[config.mk]
export PLATFORM = sky130hd
export DESIGN_NAME = learned_edge_rule_sequencer_unit_flat
export DESIGN_NICKNAME = d
export VERILOG_FILES = /design/src/hw/rtl/lers_pkg.sv /design/src/hw/rtl/lers_if.sv /design/src/hw/rtl/learned_edge_rule_sequencer_unit.sv /design/src/hw/rtl/lers_cell.sv /design/src/hw/rtl/lers_scan.sv /design/src/flat_wrapper.sv
export SDC_FILE = /design/constraint.sdc
export NUM_CORES = 2
export LEC_CHECK = 0
export BUFFER_PORTS_ARGS = -buffer_cell sky130_fd_sc_hd__clkbuf_2
export CORE_AREA = 2 2 645 647
export DETAILED_ROUTE_END_ITERATION = 10
export DIE_AREA = 0 0 647 649
export SYNTH_ARGS = -nofsm -noshare
export SYNTH_HDL_FRONTEND = slang
export SYNTH_SLANG_ARGS = --single-unit
[constraint.sdc]
create_clock -name clk -period 203.5 [get_ports clk]
set_input_delay 20.35 -clock clk [delete_from_list [all_inputs] [get_ports clk]]
set_output_delay 20.35 -clock clk [all_outputs]
set_load 0.1 [all_outputs]
[src/hw/rtl/lers_pkg.sv]
// Package: shared constants and types of the edge rule sequencer.
`timescale 1ns / 1ps
package lers_pkg;

	localparam int LERS_ENTRIES   = 64;
	localparam int LERS_IN_WIDTH  = 8;
	localparam int LERS_OUT_WIDTH = 16;
	localparam int PAGE_W         = 8;

	localparam logic [2:0] CMD_STEP     = 3'd0;
	localparam logic [2:0] CMD_LEARN    = 3'd1;
	localparam logic [2:0] CMD_REM_NEAR = 3'd2;
	localparam logic [2:0] CMD_REM_PAGE = 3'd3;
	localparam logic [2:0] CMD_CLEAR    = 3'd4;
	localparam logic [2:0] CMD_SET_OUT  = 3'd5;
	localparam logic [2:0] CMD_SET_PAGE = 3'd6;

	localparam logic [3:0] ST_NONE     = 4'd0;
	localparam logic [3:0] ST_NOTFOUND = 4'd1;
	localparam logic [3:0] ST_GLOBAL   = 4'd2;
	localparam logic [3:0] ST_CURRENT  = 4'd3;
	localparam logic [3:0] ST_ABOVE    = 4'd4;
	localparam logic [3:0] ST_BELOW    = 4'd5;
	localparam logic [3:0] ST_STORED   = 4'd6;
	localparam logic [3:0] ST_FULL     = 4'd7;
	localparam logic [3:0] ST_EXISTS   = 4'd8;
	localparam logic [3:0] ST_DONE     = 4'd9;

	localparam logic [PAGE_W-1:0] PAGE_EMPTY  = 8'd0;
	localparam logic [PAGE_W-1:0] PAGE_GLOBAL = 8'd1;

	typedef struct packed {
		logic [3:0] status;
		logic       hit;
	} scan_res_t;

endpackage

[src/hw/rtl/lers_if.sv]
// Interfaces: command item channel and result item channel.
`timescale 1ns / 1ps
interface lers_cmd_if;
	logic        valid;
	logic        ready;
	logic [2:0]  command;
	logic [7:0]  input_pattern;
	logic [15:0] target_output;
	logic [15:0] rule_mask;
	logic [7:0]  rule_page;
	modport source (output valid, command, input_pattern, target_output, rule_mask, rule_page,
		input ready);
	modport sink (input valid, command, input_pattern, target_output, rule_mask, rule_page,
		output ready);
endinterface

interface lers_res_if;
	logic        valid;
	logic        ready;
	logic [3:0]  status;
	logic [15:0] output_word;
	logic [7:0]  current_page;
	logic [6:0]  used_count;
	modport source (output valid, status, output_word, current_page, used_count, input ready);
	modport sink (input valid, status, output_word, current_page, used_count, output ready);
endinterface

[src/hw/rtl/learned_edge_rule_sequencer_unit.sv]
// Edge rule sequencer: rule entries in a rotating ring of cells, one scan unit at the head.
// Table commands (step, learn, remove) with an edge search the whole ring in S_SCAN, settle
// the result in S_APPLY and turn the ring again there only when an entry is written or
// applied; S_DONE then waits for a free result slot. Other commands, those with no edge, and
// learn or remove by page with page zero go straight to S_DONE. One item is in work at a time.
// Reset empties all entries and zeroes latched input, output, page and count at once.
`timescale 1ns / 1ps
module learned_edge_rule_sequencer_unit
	import lers_pkg::*;
#(
	parameter int ENTRIES   = LERS_ENTRIES,
	parameter int IN_WIDTH  = LERS_IN_WIDTH,
	parameter int OUT_WIDTH = LERS_OUT_WIDTH
) (
	input  logic   clk,
	input  logic   arst_n,
	lers_cmd_if.sink   in_ch,
	lers_res_if.source out_ch
);
	localparam int IXW = $clog2(ENTRIES);
	localparam int CW  = $clog2(ENTRIES + 1);
	localparam int EGW = 2 * IN_WIDTH;
	localparam int EW  = PAGE_W + EGW + 4 * OUT_WIDTH;
	localparam logic [IXW-1:0] LAST = IXW'(ENTRIES - 1);

	localparam logic [1:0] S_IDLE  = 2'd0;
	localparam logic [1:0] S_SCAN  = 2'd1;
	localparam logic [1:0] S_APPLY = 2'd2;
	localparam logic [1:0] S_DONE  = 2'd3;

	logic [1:0]           state_q;
	logic [IXW-1:0]       idx_q;
	logic [2:0]           cmd_q;
	logic [IN_WIDTH-1:0]  pat_q, latched_q;
	logic [EGW-1:0]       edges_q;
	logic [OUT_WIDTH-1:0] tgt_q, mask_q, outb_q;
	logic [PAGE_W-1:0]    rpage_q, apage_q;
	logic [CW-1:0]        count_q;
	logic [3:0]           status_q;

	logic                 out_valid_q;
	logic [3:0]           o_status_q;
	logic [15:0]          o_word_q;
	logic [7:0]           o_page_q;
	logic [6:0]           o_count_q;

	logic [15:0]          pat16;
	logic [IN_WIDTH-1:0]  pat_in;
	logic [EGW-1:0]       edges_in;
	logic                 accept, go_scan, slot_free, finish, at_hit;
	logic [EW-1:0]        ring [ENTRIES];
	logic [EW-1:0]        head, tail_in, new_entry;
	logic                 shift, clr_all;
	scan_res_t            sres;
	logic [IXW-1:0]       hit_idx;
	logic [OUT_WIDTH-1:0] h_m, h_clr, h_set, clr_n, set_n, out_next;
	logic [OUT_WIDTH+15:0] word_ext;
	logic [CW+6:0]        cnt_ext;

	assign in_ch.ready = (state_q == S_IDLE);
	assign accept      = in_ch.valid && in_ch.ready;
	assign pat16       = {8'd0, in_ch.input_pattern};
	assign pat_in      = pat16[IN_WIDTH-1:0];
	assign edges_in    = {latched_q & ~pat_in, pat_in & ~latched_q};
	assign go_scan     = (edges_in != '0) &&
		(((in_ch.command == CMD_STEP) || (in_ch.command == CMD_REM_NEAR)) ||
		(((in_ch.command == CMD_LEARN) || (in_ch.command == CMD_REM_PAGE)) &&
		(in_ch.rule_page != PAGE_EMPTY)));
	assign slot_free   = !out_valid_q || out_ch.ready;
	assign finish      = (state_q == S_DONE) && slot_free;
	// the second turn only runs when the scan found something to write or apply
	assign shift       = (state_q == S_SCAN) || ((state_q == S_APPLY) && sres.hit);
	assign clr_all     = finish && (cmd_q == CMD_CLEAR);
	assign head        = ring[0];
	assign at_hit      = (state_q == S_APPLY) && sres.hit && (idx_q == hit_idx);

	// new rule for learn; local rules store only the bits that change
	always_comb begin
		if (rpage_q > PAGE_GLOBAL) begin
			clr_n = outb_q & ~tgt_q & mask_q;
			set_n = ~outb_q & tgt_q & mask_q;
		end else begin
			clr_n = ~tgt_q & mask_q;
			set_n = tgt_q & mask_q;
		end
		new_entry = {rpage_q, edges_q, outb_q, mask_q, clr_n, set_n};
	end

	always_comb begin
		tail_in = head;
		if (at_hit) begin
			case (cmd_q)
				CMD_LEARN:                 tail_in = new_entry;
				CMD_REM_NEAR, CMD_REM_PAGE: tail_in = {PAGE_EMPTY, head[EW-PAGE_W-1:0]};
				default:                   tail_in = head;
			endcase
		end
	end

	assign h_m      = head[3*OUT_WIDTH-1 -: OUT_WIDTH];
	assign h_clr    = head[2*OUT_WIDTH-1 -: OUT_WIDTH];
	assign h_set    = head[OUT_WIDTH-1:0];
	assign out_next = (outb_q | (h_set & h_m)) & ~(h_clr & h_m);

	genvar g;
	generate
		for (g = 0; g < ENTRIES; g++) begin : g_ring
			lers_cell #(.EW(EW)) u_cell (
				.clk   (clk),
				.arst_n(arst_n),
				.shift (shift),
				.clr   (clr_all),
				.din   ((g == ENTRIES - 1) ? tail_in : ring[(g + 1) % ENTRIES]),
				.dout  (ring[g])
			);
		end
	endgenerate

	lers_scan #(.ENTRIES(ENTRIES), .IN_WIDTH(IN_WIDTH), .OUT_WIDTH(OUT_WIDTH)) u_scan (
		.clk    (clk),
		.arst_n (arst_n),
		.start  (accept),
		.en     (state_q == S_SCAN),
		.idx    (idx_q),
		.head   (head),
		.cmd    (cmd_q),
		.edges  (edges_q),
		.rpage  (rpage_q),
		.rmask  (mask_q),
		.apage  (apage_q),
		.outb   (outb_q),
		.res    (sres),
		.hit_idx(hit_idx)
	);

	always_ff @(posedge clk) begin
		if (accept) begin
			cmd_q   <= in_ch.command;
			pat_q   <= pat_in;
			edges_q <= edges_in;
			tgt_q   <= in_ch.target_output[OUT_WIDTH-1:0];
			mask_q  <= in_ch.rule_mask[OUT_WIDTH-1:0];
			rpage_q <= in_ch.rule_page;
		end
	end

	always_ff @(posedge clk or negedge arst_n) begin
		if (!arst_n) begin
			state_q   <= S_IDLE;
			idx_q     <= '0;
			status_q  <= ST_NONE;
			latched_q <= '0;
			outb_q    <= '0;
			apage_q   <= PAGE_EMPTY;
			count_q   <= '0;
		end else begin
			case (state_q)
				S_IDLE: begin
					if (accept) begin
						idx_q    <= '0;
						state_q  <= go_scan ? S_SCAN : S_DONE;
						if (in_ch.command == CMD_CLEAR || in_ch.command == CMD_SET_OUT ||
							in_ch.command == CMD_SET_PAGE) begin
							status_q <= ST_DONE;
						end else begin
							status_q <= ST_NONE;
						end
					end
				end
				S_SCAN: begin
					idx_q <= idx_q + 1'b1;
					if (idx_q == LAST) begin
						idx_q   <= '0;
						state_q <= S_APPLY;
					end
				end
				S_APPLY: begin
					// scan trackers hold their result from here on
					status_q <= sres.status;
					if (!sres.hit) begin
						state_q <= S_DONE;
					end else begin
						idx_q <= idx_q + 1'b1;
						if (at_hit) begin
							case (cmd_q)
								CMD_STEP: begin
									outb_q  <= out_next;
									apage_q <= head[EW-1 -: PAGE_W];
								end
								CMD_LEARN:                  count_q <= count_q + 1'b1;
								CMD_REM_NEAR, CMD_REM_PAGE: count_q <= count_q - 1'b1;
								default: ;
							endcase
						end
						if (idx_q == LAST) state_q <= S_DONE;
					end
				end
				default: begin
					if (slot_free) begin
						state_q <= S_IDLE;
						case (cmd_q)
							CMD_STEP:     if (edges_q != '0) latched_q <= pat_q;
							CMD_CLEAR: begin
								outb_q  <= '0;
								count_q <= '0;
							end
							CMD_SET_OUT:  outb_q  <= tgt_q;
							CMD_SET_PAGE: apage_q <= rpage_q;
							default: ;
						endcase
					end
				end
			endcase
		end
	end

	// result reflects the updates made in the same finishing cycle
	always_comb begin
		word_ext = {16'd0, outb_q};
		cnt_ext  = {7'd0, count_q};
		case (cmd_q)
			CMD_CLEAR: begin
				word_ext = '0;
				cnt_ext  = '0;
			end
			CMD_SET_OUT: word_ext = {16'd0, tgt_q};
			default: ;
		endcase
	end

	always_ff @(posedge clk or negedge arst_n) begin
		if (!arst_n) begin
			out_valid_q <= 1'b0;
		end else if (finish) begin
			out_valid_q <= 1'b1;
		end else if (out_ch.ready) begin
			out_valid_q <= 1'b0;
		end
	end

	always_ff @(posedge clk) begin
		if (finish) begin
			o_status_q <= status_q;
			o_word_q   <= word_ext[15:0];
			o_page_q   <= (cmd_q == CMD_SET_PAGE) ? rpage_q : apage_q;
			o_count_q  <= cnt_ext[6:0];
		end
	end

	assign out_ch.valid        = out_valid_q;
	assign out_ch.status       = o_status_q;
	assign out_ch.output_word  = o_word_q;
	assign out_ch.current_page = o_page_q;
	assign out_ch.used_count   = o_count_q;
endmodule

[src/hw/rtl/lers_cell.sv]
// One rule entry of the rotating ring; page field on top, empty when zero.
`timescale 1ns / 1ps
module lers_cell
	import lers_pkg::*;
#(
	parameter int EW = 88
) (
	input  logic          clk,
	input  logic          arst_n,
	input  logic          shift,
	input  logic          clr,
	input  logic [EW-1:0] din,
	output logic [EW-1:0] dout
);
	logic [PAGE_W-1:0]    page_q;
	logic [EW-PAGE_W-1:0] body_q;

	always_ff @(posedge clk or negedge arst_n) begin
		if (!arst_n) begin
			page_q <= PAGE_EMPTY;
		end else if (clr) begin
			page_q <= PAGE_EMPTY;
		end else if (shift) begin
			page_q <= din[EW-1 -: PAGE_W];
		end
	end

	always_ff @(posedge clk) begin
		if (shift) begin
			body_q <= din[EW-PAGE_W-1:0];
		end
	end

	assign dout = {page_q, body_q};
endmodule

[src/hw/rtl/lers_scan.sv]
// Scan unit: watches the ring head pass by and tracks the winning entry.
`timescale 1ns / 1ps
module lers_scan
	import lers_pkg::*;
#(
	parameter int ENTRIES   = LERS_ENTRIES,
	parameter int IN_WIDTH  = LERS_IN_WIDTH,
	parameter int OUT_WIDTH = LERS_OUT_WIDTH,
	localparam int IXW = $clog2(ENTRIES),
	localparam int EGW = 2 * IN_WIDTH,
	localparam int EW  = PAGE_W + EGW + 4 * OUT_WIDTH
) (
	input  logic                 clk,
	input  logic                 arst_n,
	input  logic                 start,
	input  logic                 en,
	input  logic [IXW-1:0]       idx,
	input  logic [EW-1:0]        head,
	input  logic [2:0]           cmd,
	input  logic [EGW-1:0]       edges,
	input  logic [PAGE_W-1:0]    rpage,
	input  logic [OUT_WIDTH-1:0] rmask,
	input  logic [PAGE_W-1:0]    apage,
	input  logic [OUT_WIDTH-1:0] outb,
	output scan_res_t            res,
	output logic [IXW-1:0]       hit_idx
);
	logic [PAGE_W-1:0]    pg;
	logic [EGW-1:0]       h_edges;
	logic [OUT_WIDTH-1:0] fb, m;
	logic                 eq, fits, fits_r;
	logic [PAGE_W-1:0]    d_up, d_dn;

	logic                 imm_q, up_q, dn_q, exists_q, empty_q;
	logic [3:0]           imm_st_q;
	logic [IXW-1:0]       imm_idx_q, up_idx_q, dn_idx_q, empty_idx_q;
	logic [PAGE_W-1:0]    up_d_q, dn_d_q;

	assign pg      = head[EW-1 -: PAGE_W];
	assign h_edges = head[EW-PAGE_W-1 -: EGW];
	assign fb      = head[4*OUT_WIDTH-1 -: OUT_WIDTH];
	assign m       = head[3*OUT_WIDTH-1 -: OUT_WIDTH];
	assign eq      = (pg != PAGE_EMPTY) && (h_edges == edges);
	assign fits    = (fb & m) == (outb & m);
	assign fits_r  = (fb & rmask) == (outb & rmask);
	assign d_up    = pg - apage;
	assign d_dn    = apage - pg;

	always_ff @(posedge clk or negedge arst_n) begin
		if (!arst_n) begin
			imm_q    <= 1'b0;
			up_q     <= 1'b0;
			dn_q     <= 1'b0;
			exists_q <= 1'b0;
			empty_q  <= 1'b0;
		end else if (start) begin
			imm_q    <= 1'b0;
			up_q     <= 1'b0;
			dn_q     <= 1'b0;
			exists_q <= 1'b0;
			empty_q  <= 1'b0;
		end else if (en) begin
			case (cmd)
				CMD_STEP, CMD_REM_NEAR: begin
					if (!imm_q && eq) begin
						if (pg == PAGE_GLOBAL) begin
							imm_q <= 1'b1;
						end else if (fits && pg == apage) begin
							imm_q <= 1'b1;
						end else if (fits && pg > apage) begin
							if (!up_q || d_up < up_d_q) up_q <= 1'b1;
						end else if (fits) begin
							if (!dn_q || d_dn < dn_d_q) dn_q <= 1'b1;
						end
					end
				end
				CMD_LEARN: begin
					if (eq && (pg == PAGE_GLOBAL || (pg == rpage && fits_r))) exists_q <= 1'b1;
					if (pg == PAGE_EMPTY) empty_q <= 1'b1;
				end
				CMD_REM_PAGE: begin
					if (!imm_q && eq && pg == rpage && (rpage == PAGE_GLOBAL || fits))
						imm_q <= 1'b1;
				end
				default: ;
			endcase
		end
	end

	// payload side of the trackers, qualified by the flags above
	always_ff @(posedge clk) begin
		if (en) begin
			case (cmd)
				CMD_STEP, CMD_REM_NEAR: begin
					if (!imm_q && eq) begin
						if (pg == PAGE_GLOBAL) begin
							imm_st_q  <= ST_GLOBAL;
							imm_idx_q <= idx;
						end else if (fits && pg == apage) begin
							imm_st_q  <= ST_CURRENT;
							imm_idx_q <= idx;
						end else if (fits && pg > apage) begin
							if (!up_q || d_up < up_d_q) begin
								up_d_q   <= d_up;
								up_idx_q <= idx;
							end
						end else if (fits) begin
							if (!dn_q || d_dn < dn_d_q) begin
								dn_d_q   <= d_dn;
								dn_idx_q <= idx;
							end
						end
					end
				end
				CMD_LEARN: begin
					if (pg == PAGE_EMPTY && !empty_q) empty_idx_q <= idx;
				end
				CMD_REM_PAGE: begin
					if (!imm_q && eq && pg == rpage && (rpage == PAGE_GLOBAL || fits)) begin
						imm_st_q  <= (rpage == PAGE_GLOBAL) ? ST_GLOBAL : ST_CURRENT;
						imm_idx_q <= idx;
					end
				end
				default: ;
			endcase
		end
	end

	always_comb begin
		res.status = ST_NOTFOUND;
		res.hit    = 1'b0;
		hit_idx    = imm_idx_q;
		if (cmd == CMD_LEARN) begin
			hit_idx = empty_idx_q;
			if (exists_q) begin
				res.status = ST_EXISTS;
			end else if (empty_q) begin
				res.status = ST_STORED;
				res.hit    = 1'b1;
			end else begin
				res.status = ST_FULL;
			end
		end else if (imm_q) begin
			res.status = imm_st_q;
			res.hit    = 1'b1;
		end else if (up_q) begin
			res.status = ST_ABOVE;
			res.hit    = 1'b1;
			hit_idx    = up_idx_q;
		end else if (dn_q) begin
			res.status = ST_BELOW;
			res.hit    = 1'b1;
			hit_idx    = dn_idx_q;
		end
	end
endmodule

[src/flat_wrapper.sv]
// flat-port wrapper written by rule: the top's interface ports become plain ports
module learned_edge_rule_sequencer_unit_flat import lers_pkg::*;
#(
	parameter int ENTRIES   = LERS_ENTRIES,
	parameter int IN_WIDTH  = LERS_IN_WIDTH,
	parameter int OUT_WIDTH = LERS_OUT_WIDTH
)
  (clk, arst_n, in_ch_valid, in_ch_command, in_ch_input_pattern, in_ch_target_output, in_ch_rule_mask, in_ch_rule_page, in_ch_ready, out_ch_valid, out_ch_status, out_ch_output_word, out_ch_current_page, out_ch_used_count, out_ch_ready);
  lers_cmd_if in_ch_i ();
  lers_res_if out_ch_i ();
  input  logic clk;
  input  logic arst_n;
  input wire logic [$bits(in_ch_i.valid)-1:0] in_ch_valid;
  input wire logic [$bits(in_ch_i.command)-1:0] in_ch_command;
  input wire logic [$bits(in_ch_i.input_pattern)-1:0] in_ch_input_pattern;
  input wire logic [$bits(in_ch_i.target_output)-1:0] in_ch_target_output;
  input wire logic [$bits(in_ch_i.rule_mask)-1:0] in_ch_rule_mask;
  input wire logic [$bits(in_ch_i.rule_page)-1:0] in_ch_rule_page;
  output wire logic [$bits(in_ch_i.ready)-1:0] in_ch_ready;
  output wire logic [$bits(out_ch_i.valid)-1:0] out_ch_valid;
  output wire logic [$bits(out_ch_i.status)-1:0] out_ch_status;
  output wire logic [$bits(out_ch_i.output_word)-1:0] out_ch_output_word;
  output wire logic [$bits(out_ch_i.current_page)-1:0] out_ch_current_page;
  output wire logic [$bits(out_ch_i.used_count)-1:0] out_ch_used_count;
  input wire logic [$bits(out_ch_i.ready)-1:0] out_ch_ready;
  assign in_ch_i.valid = in_ch_valid;
  assign in_ch_i.command = in_ch_command;
  assign in_ch_i.input_pattern = in_ch_input_pattern;
  assign in_ch_i.target_output = in_ch_target_output;
  assign in_ch_i.rule_mask = in_ch_rule_mask;
  assign in_ch_i.rule_page = in_ch_rule_page;
  assign in_ch_ready = in_ch_i.ready;
  assign out_ch_valid = out_ch_i.valid;
  assign out_ch_status = out_ch_i.status;
  assign out_ch_output_word = out_ch_i.output_word;
  assign out_ch_current_page = out_ch_i.current_page;
  assign out_ch_used_count = out_ch_i.used_count;
  assign out_ch_i.ready = out_ch_ready;
  learned_edge_rule_sequencer_unit #(.ENTRIES(ENTRIES), .IN_WIDTH(IN_WIDTH), .OUT_WIDTH(OUT_WIDTH)) u_core (.clk(clk), .arst_n(arst_n), .in_ch(in_ch_i), .out_ch(out_ch_i));
endmodule
# ---- Yosys cells after proc, flatten, opt, wreduce, memory -nomap -nowiden
# Index checks and enable logic that the tools add are counted.
dict set report classes {
  mux 222
  n_addsub 5
  n_reduce_logical 80
  eq_ne 40
  order_cmp 4
  n_bitwise 26
}
# operator n
set ops {}
lappend ops {{$mux W8} 133}
lappend ops {{$and A16 B16 Y16} 13}
lappend ops {{$pmux W88 S2} 1}
lappend ops {{$mux W16} 6}
lappend ops {{$pmux W16 S2} 3}
lappend ops {{$mux W88} 1}
lappend ops {{$mux W6} 11}
lappend ops {{$eq A16 B16 Y1} 3}
lappend ops {{$not A16 Y16} 3}
lappend ops {{$mux W1} 37}
lappend ops {{$mux W4} 9}
lappend ops {{$reduce_bool A16 Y1} 2}
lappend ops {{$reduce_bool A2 Y1} 16}
lappend ops {{$mux W7} 4}
lappend ops {{$pmux W7 S2} 2}
lappend ops {{$eq A3 B3 Y1 const B} 6}
lappend ops {{$pmux W6 S3} 1}
lappend ops {{$and A8 B8 Y8} 2}
lappend ops {{$eq A8 B1 Y1 const B} 2}
lappend ops {{$eq A8 B8 Y1} 2}
lappend ops {{$logic_and A1 B1 Y1} 16}
lappend ops {{$lt A8 B8 Y1} 2}
lappend ops {{$not A8 Y8} 2}
lappend ops {{$or A16 B16 Y16} 1}
lappend ops {{42 further kinds} 99}
dict set report totals {
  reg_bits 5835
  word_cells 535
  output_inout_bits 37
  inputBits 55
}

# ---- Depth between registers and ports, before layout
dict set report depth {
  word_depth 12
  ltp_mapped 15
  depth_no_buf 15
}

# ---- Hierarchy
# A second synthesis with hierarchy kept.
dict set report unflattened {
  hier_cells 7969
  hier_area_um2 186093.5
}
# mod seq_area_each_um2 area_per_inst_um2 cells_each n_inst
set modules_own_cells {}
lappend modules_own_cells {lers_cell 2602.5 2727.6 106 64}
lappend modules_own_cells {learned_edge_rule_sequencer_unit 4364.2 8109.0 845 1}
lappend modules_own_cells {lers_scan 1356.3 3417.0 340 1}

# ---- Least setup slack after synthesis
# OpenSTA, ideal clock, no wires.
dict set report synth_timing {
  path_kind {reg-to-reg}
  start {register u_core.cmd_q[2]}
  end {register u_core.g_ring[0].u_cell.body_q[0], enable pin}
  setup_time_ps 7486
  required_ps 196014
  path_buffers 4
  path_slack_ps 56954
  arrival_ps 139060
  stages_incl_launch_ff 10
  path_cell_list {edfxtp_1 -> clkbuf_1 -> nor3b_2 -> buf_2 -> nand3b_1 -> o21ai_0 -> a21oi_1 -> inv_1 -> clkbuf_1 -> clkbuf_1}
}
dict set report synth_via {
  elab_chain_cells 4
}
# item line
set synth_lines {}
lappend synth_lines {{from (decl)} learned_edge_rule_sequencer_unit.sv:33} ;# logic [2:0] cmd_q;
lappend synth_lines {{from (signal assigned)} learned_edge_rule_sequencer_unit.sv:138} ;# cmd_q <= in_ch.command;
lappend synth_lines {{$eq A3 B1 Y1} lers_scan.sv:133} ;# if (cmd == CMD_LEARN) begin
lappend synth_lines {{$mux W5} lers_scan.sv:133}
lappend synth_lines {{$logic_and A1 B1 Y1} learned_edge_rule_sequencer_unit.sv:72} ;# assign shift = (state_q == S_SCAN) || ((state_q == S_APPLY) && sres.hit);
lappend synth_lines {{$logic_or A1 B1 Y1} learned_edge_rule_sequencer_unit.sv:72}
lappend synth_lines {{named net u_core.g_ring[0].u_cell.shift} lers_cell.sv:10} ;# input logic shift,
lappend synth_lines {{to (signal assigned)} lers_cell.sv:30} ;# body_q <= din[EW-PAGE_W-1:0];
lappend synth_lines {{to (decl)} lers_cell.sv:16} ;# logic [EW-PAGE_W-1:0] body_q;
# The timed path passes the listed nets, and every way through them passes these cells.
# A chain may end at the register's enable or synchronous reset.

# ---- Final worst setup path
dict set report layout_timing {
  start {register u_core.state_q[0]}
  end {output port in_ch_ready}
}
dict set report layout_via {
  elab_chain_cells 1
}
# item line
set layout_lines {}
lappend layout_lines {{from (decl)} learned_edge_rule_sequencer_unit.sv:31} ;# logic [1:0] state_q;
lappend layout_lines {{from (signal assigned)} learned_edge_rule_sequencer_unit.sv:161} ;# state_q <= go_scan ? S_SCAN : S_DONE;
lappend layout_lines {{$logic_not A2 Y1} learned_edge_rule_sequencer_unit.sv:60} ;# assign in_ch.ready = (state_q == S_IDLE);
lappend layout_lines {{to (decl)} flat_wrapper.sv:19} ;# output wire logic [$bits(in_ch_i.ready)-1:0] in_ch_ready;
# Every way passes these cells.

==> out/qor.txt <==
status -> finished, final reports clean
commonest non-fill, non-tap cells in the layout -> edfxtp_1 (5263), nand2_1 (1178), clkbuf_16 (582)
Final Critical Period -> 22.73 ns
die width -> 647 um
Synth async-reset ratio -> 9.757%
clk_lat worst skew -> 1.03 ns
clock root cell -> clkbuf_16
CP endpoint kind -> primary output
pin count of the biggest net entering global routing -> 212
Setup Skew -> 0.06794 ns
TritonRoute pass-1 iters -> 6
critical path fanouts, max -> 9
layout cell share with drive strength beyond 1 -> 10.89%
initial drt markers -> 7600
FILL cells -> 31860
commonest non-fill, non-tap cell in the layout -> edfxtp_1
power per cell area -> 15.01 nW/um^2
Tightest Pin Transition -> 1.310 ns
Post-Syn Nets -> 8496
Rows -> 236
vias after detailed routing -> 72710
WL final -> 275200 um
RSZ-0062 raised after global routing -> false
# Post-CTS Setup Buffers -> 0
Place WS -> 179.79 ns
DIE HEIGHT -> 649 um
io pins -> 92
Slew headroom -> 12.29%
Peak VDD IR -> 0.00001341 V
vias in the first global route -> 71910
Worst Hold Class -> reg2reg
register bit total from synthesis -> 5832
Worst setup SP type -> flip-flop
leading area contributor after synthesis -> edfxtp_1
Routed Antenna Nets -> 0
final hold violation count -> 0
DR WL/cell -> 18.52 um
Synth cell types -> 59
H-tree depth -> 6
CP top delay family -> buffers and inverters
initial antenna violation count -> 17
top-area cell type share of the netlist area -> 85.44%
count of pins over their slew limit -> 0
Post-CTS Resized -> 0
largest stage delay on the critical path -> 0.52 ns
Slowest-stage cell, CP -> clkbuf_2
CTS buffer count -> 570
number of flops mapped to enable cells by yosys -> 5263
Finished Cell Area -> 210000 sq um
Ys Warns -> 0
Mapped Area -> 185000 sq um
first-pass GRT wire length -> 422500 um
CTS max path bufs -> 4
fmax -> 43.99 MHz
vias per cell -> 4.892
number of port buffers -> 91
CP Data Required Time -> 183.15 ns
# DRC -> 0
GRT Total Usage -> 12.69%
buffers and inverters on the worst path -> 2
Final Worst Setup Slack -> 180.77 ns
top cells by area, synth -> edfxtp_1 (85%), dfrtp_1 (7.7%), nand2_1 (2.4%)
total gr overflow -> 0
CP Class -> reg2out
Placed Area -> 192200 sq um
crit path cell chain -> inv_1 -> ha_1 -> clkbuf_2
PnR Total Power -> 3.153 mW
Syn Area/Cell -> 22.02 sq um
clock slew at reported path FFs -> 0.06 ns
initial cell density of the core -> 44.84%
RePlAce Congestion -> 0.8102
Tcrit/Tclk final -> 11.17%
Core Box Area -> 412500 sq um
Setup TNS Final -> 0 ns
# setup viols final -> 0
area of the die -> 419900 sq um
DPL Wire Length -> 142300 um
sequential-to-total area share from yosys stat -> 93.14%
CTS tree -> built
CTS Sinks -> 5832
Pleak -> 64.01 nW
hold buffers post-CTS -> 0
Synth Instances -> 8399
area grow syn2layout -> 13.55%
final net count -> 9035
critical path arrival -> 2.38 ns
Main synth FF type -> edfxtp_1
Max Cap Viol -> 0
-- cells in the mapped netlist (all sizes together), types with 16 or more instances --
library cell and count:
nor2b 41, inv 59, nor4 16, mux2 74, edfxtp 5263, clkbuf 140, nor2 45, a21oi 547
o21ai 118, nand3 24, buf 68, dfrtp 569, nand2 1178, xnor2 35, xor2 24, mux2i 20
ha 39
-- worst paths after layout --
| path | cells after the start | startpoint | slack (ns) | end |
|---|---|---|---|---|
| min in group asynchronous | 1 | arst_n | 19.39 | u_core.outb_q[1] |
| max in group asynchronous | 3 | arst_n | 181.49 | u_core.g_ring[50].u_cell.page_q[2] |
| hold / removal | 0 | u_core.g_ring[35].u_cell.body_q[19] | 0.37 | u_core.g_ring[34].u_cell.body_q[19] |
| hold reg to reg | 0 | u_core.g_ring[35].u_cell.body_q[19] | 0.37 | u_core.g_ring[34].u_cell.body_q[19] |
| setup reg to reg | 15 | u_core.cmd_q[0] | 193.52 | u_core.g_ring[47].u_cell.body_q[5] |
| setup / recovery | 3 | u_core.state_q[0] | 180.77 | in_ch_ready |
-- layer usage --
layer	vias to the layer above	routed length, um	global-route usage [%]
met5	-	0	0
met4	0	9816	4.949
met3	543	13070	2.446
met2	1500	118400	17.75
met1	37610	133900	19.70
li1	33050	-	-
-- area by class of cell --
cell class	count	area, sq um	area share [%]
clock buffers	745	15330	7.298
multi-input cells	2299	11620	5.532
diodes	4	10.01	0.004765
repair buffers	175	1234	0.5873
flip-flops and latches	5832	172300	82.02
clock inverters	272	2489	1.185
well taps	5474	6849	3.261
inverters	60	234.0	0.1114
-- metrics by stage --
stage | instances | hold slack [ns] | util, %
after floorplan | 8399 | 0.4003 | -
after CTS | 14860 | 0.3669 | 50.92
after detailed placement | 13840 | 0.4045 | 46.60
after global routing | 14860 | 0.3899 | 50.92
final | 14860 | 0.3739 | 50.92
after global placement | 13840 | 0.4001 | 46.60
-- cell families after synthesis --
group	Yosys count	synth area share, %
multiplexers	94	0.5790
AO/OA/AOI/OAI	750	2.177
AND/OR/NAND/NOR	1354	2.925
adder cells (fa/ha/maj)	42	0.2963
buffers and inverters	268	0.6074
XOR/XNOR	59	0.2794
flip-flops	5832	93.14
-- report_power, final --
group / internal [mW] / switching [mW]
logic: 0.0453 / 0.287
clock network: 0.570 / 0.426
registers: 1.74 / 0.0876
total: 2.35 / 0.800
-- worst register-to-register path: stages (launching register included) --
cell and delay, ns:
edfxtp_1 0.32, buf_4 0.38, nor3b_2 0.25, buf_4 0.25, nand3b_1 0.15, o21ai_0 0.29, a21oi_4 0.10, buf_4 0.39
inv_8 0.81, buf_12 0.77, buf_12 0.91, buf_4 1.08, buf_4 0.88, buf_4 0.93, buf_4 1.00, buf_4 1.05
-- sequential cells by signal, indices dropped and copies added (netlist names), 7 cells and up --
signal and count:
u_core.count_q 7, u_core.u_scan.dn_d_q 8, u_core.out_ch.current_page 8, u_core.pat_q 8
u_core.u_scan.up_d_q 8, u_core.edges_q 16, u_core.g_ring.u_cell.body_q 5120, u_core.tgt_q 16
u_core.out_ch.output_word 16, u_core.outb_q 16, u_core.rpage_q 8, u_core.apage_q 8
u_core.latched_q 8, u_core.mask_q 16, u_core.out_ch.used_count 7, u_core.g_ring.u_cell.page_q 512
Note: power is estimated with default switching activity, not from simulation.
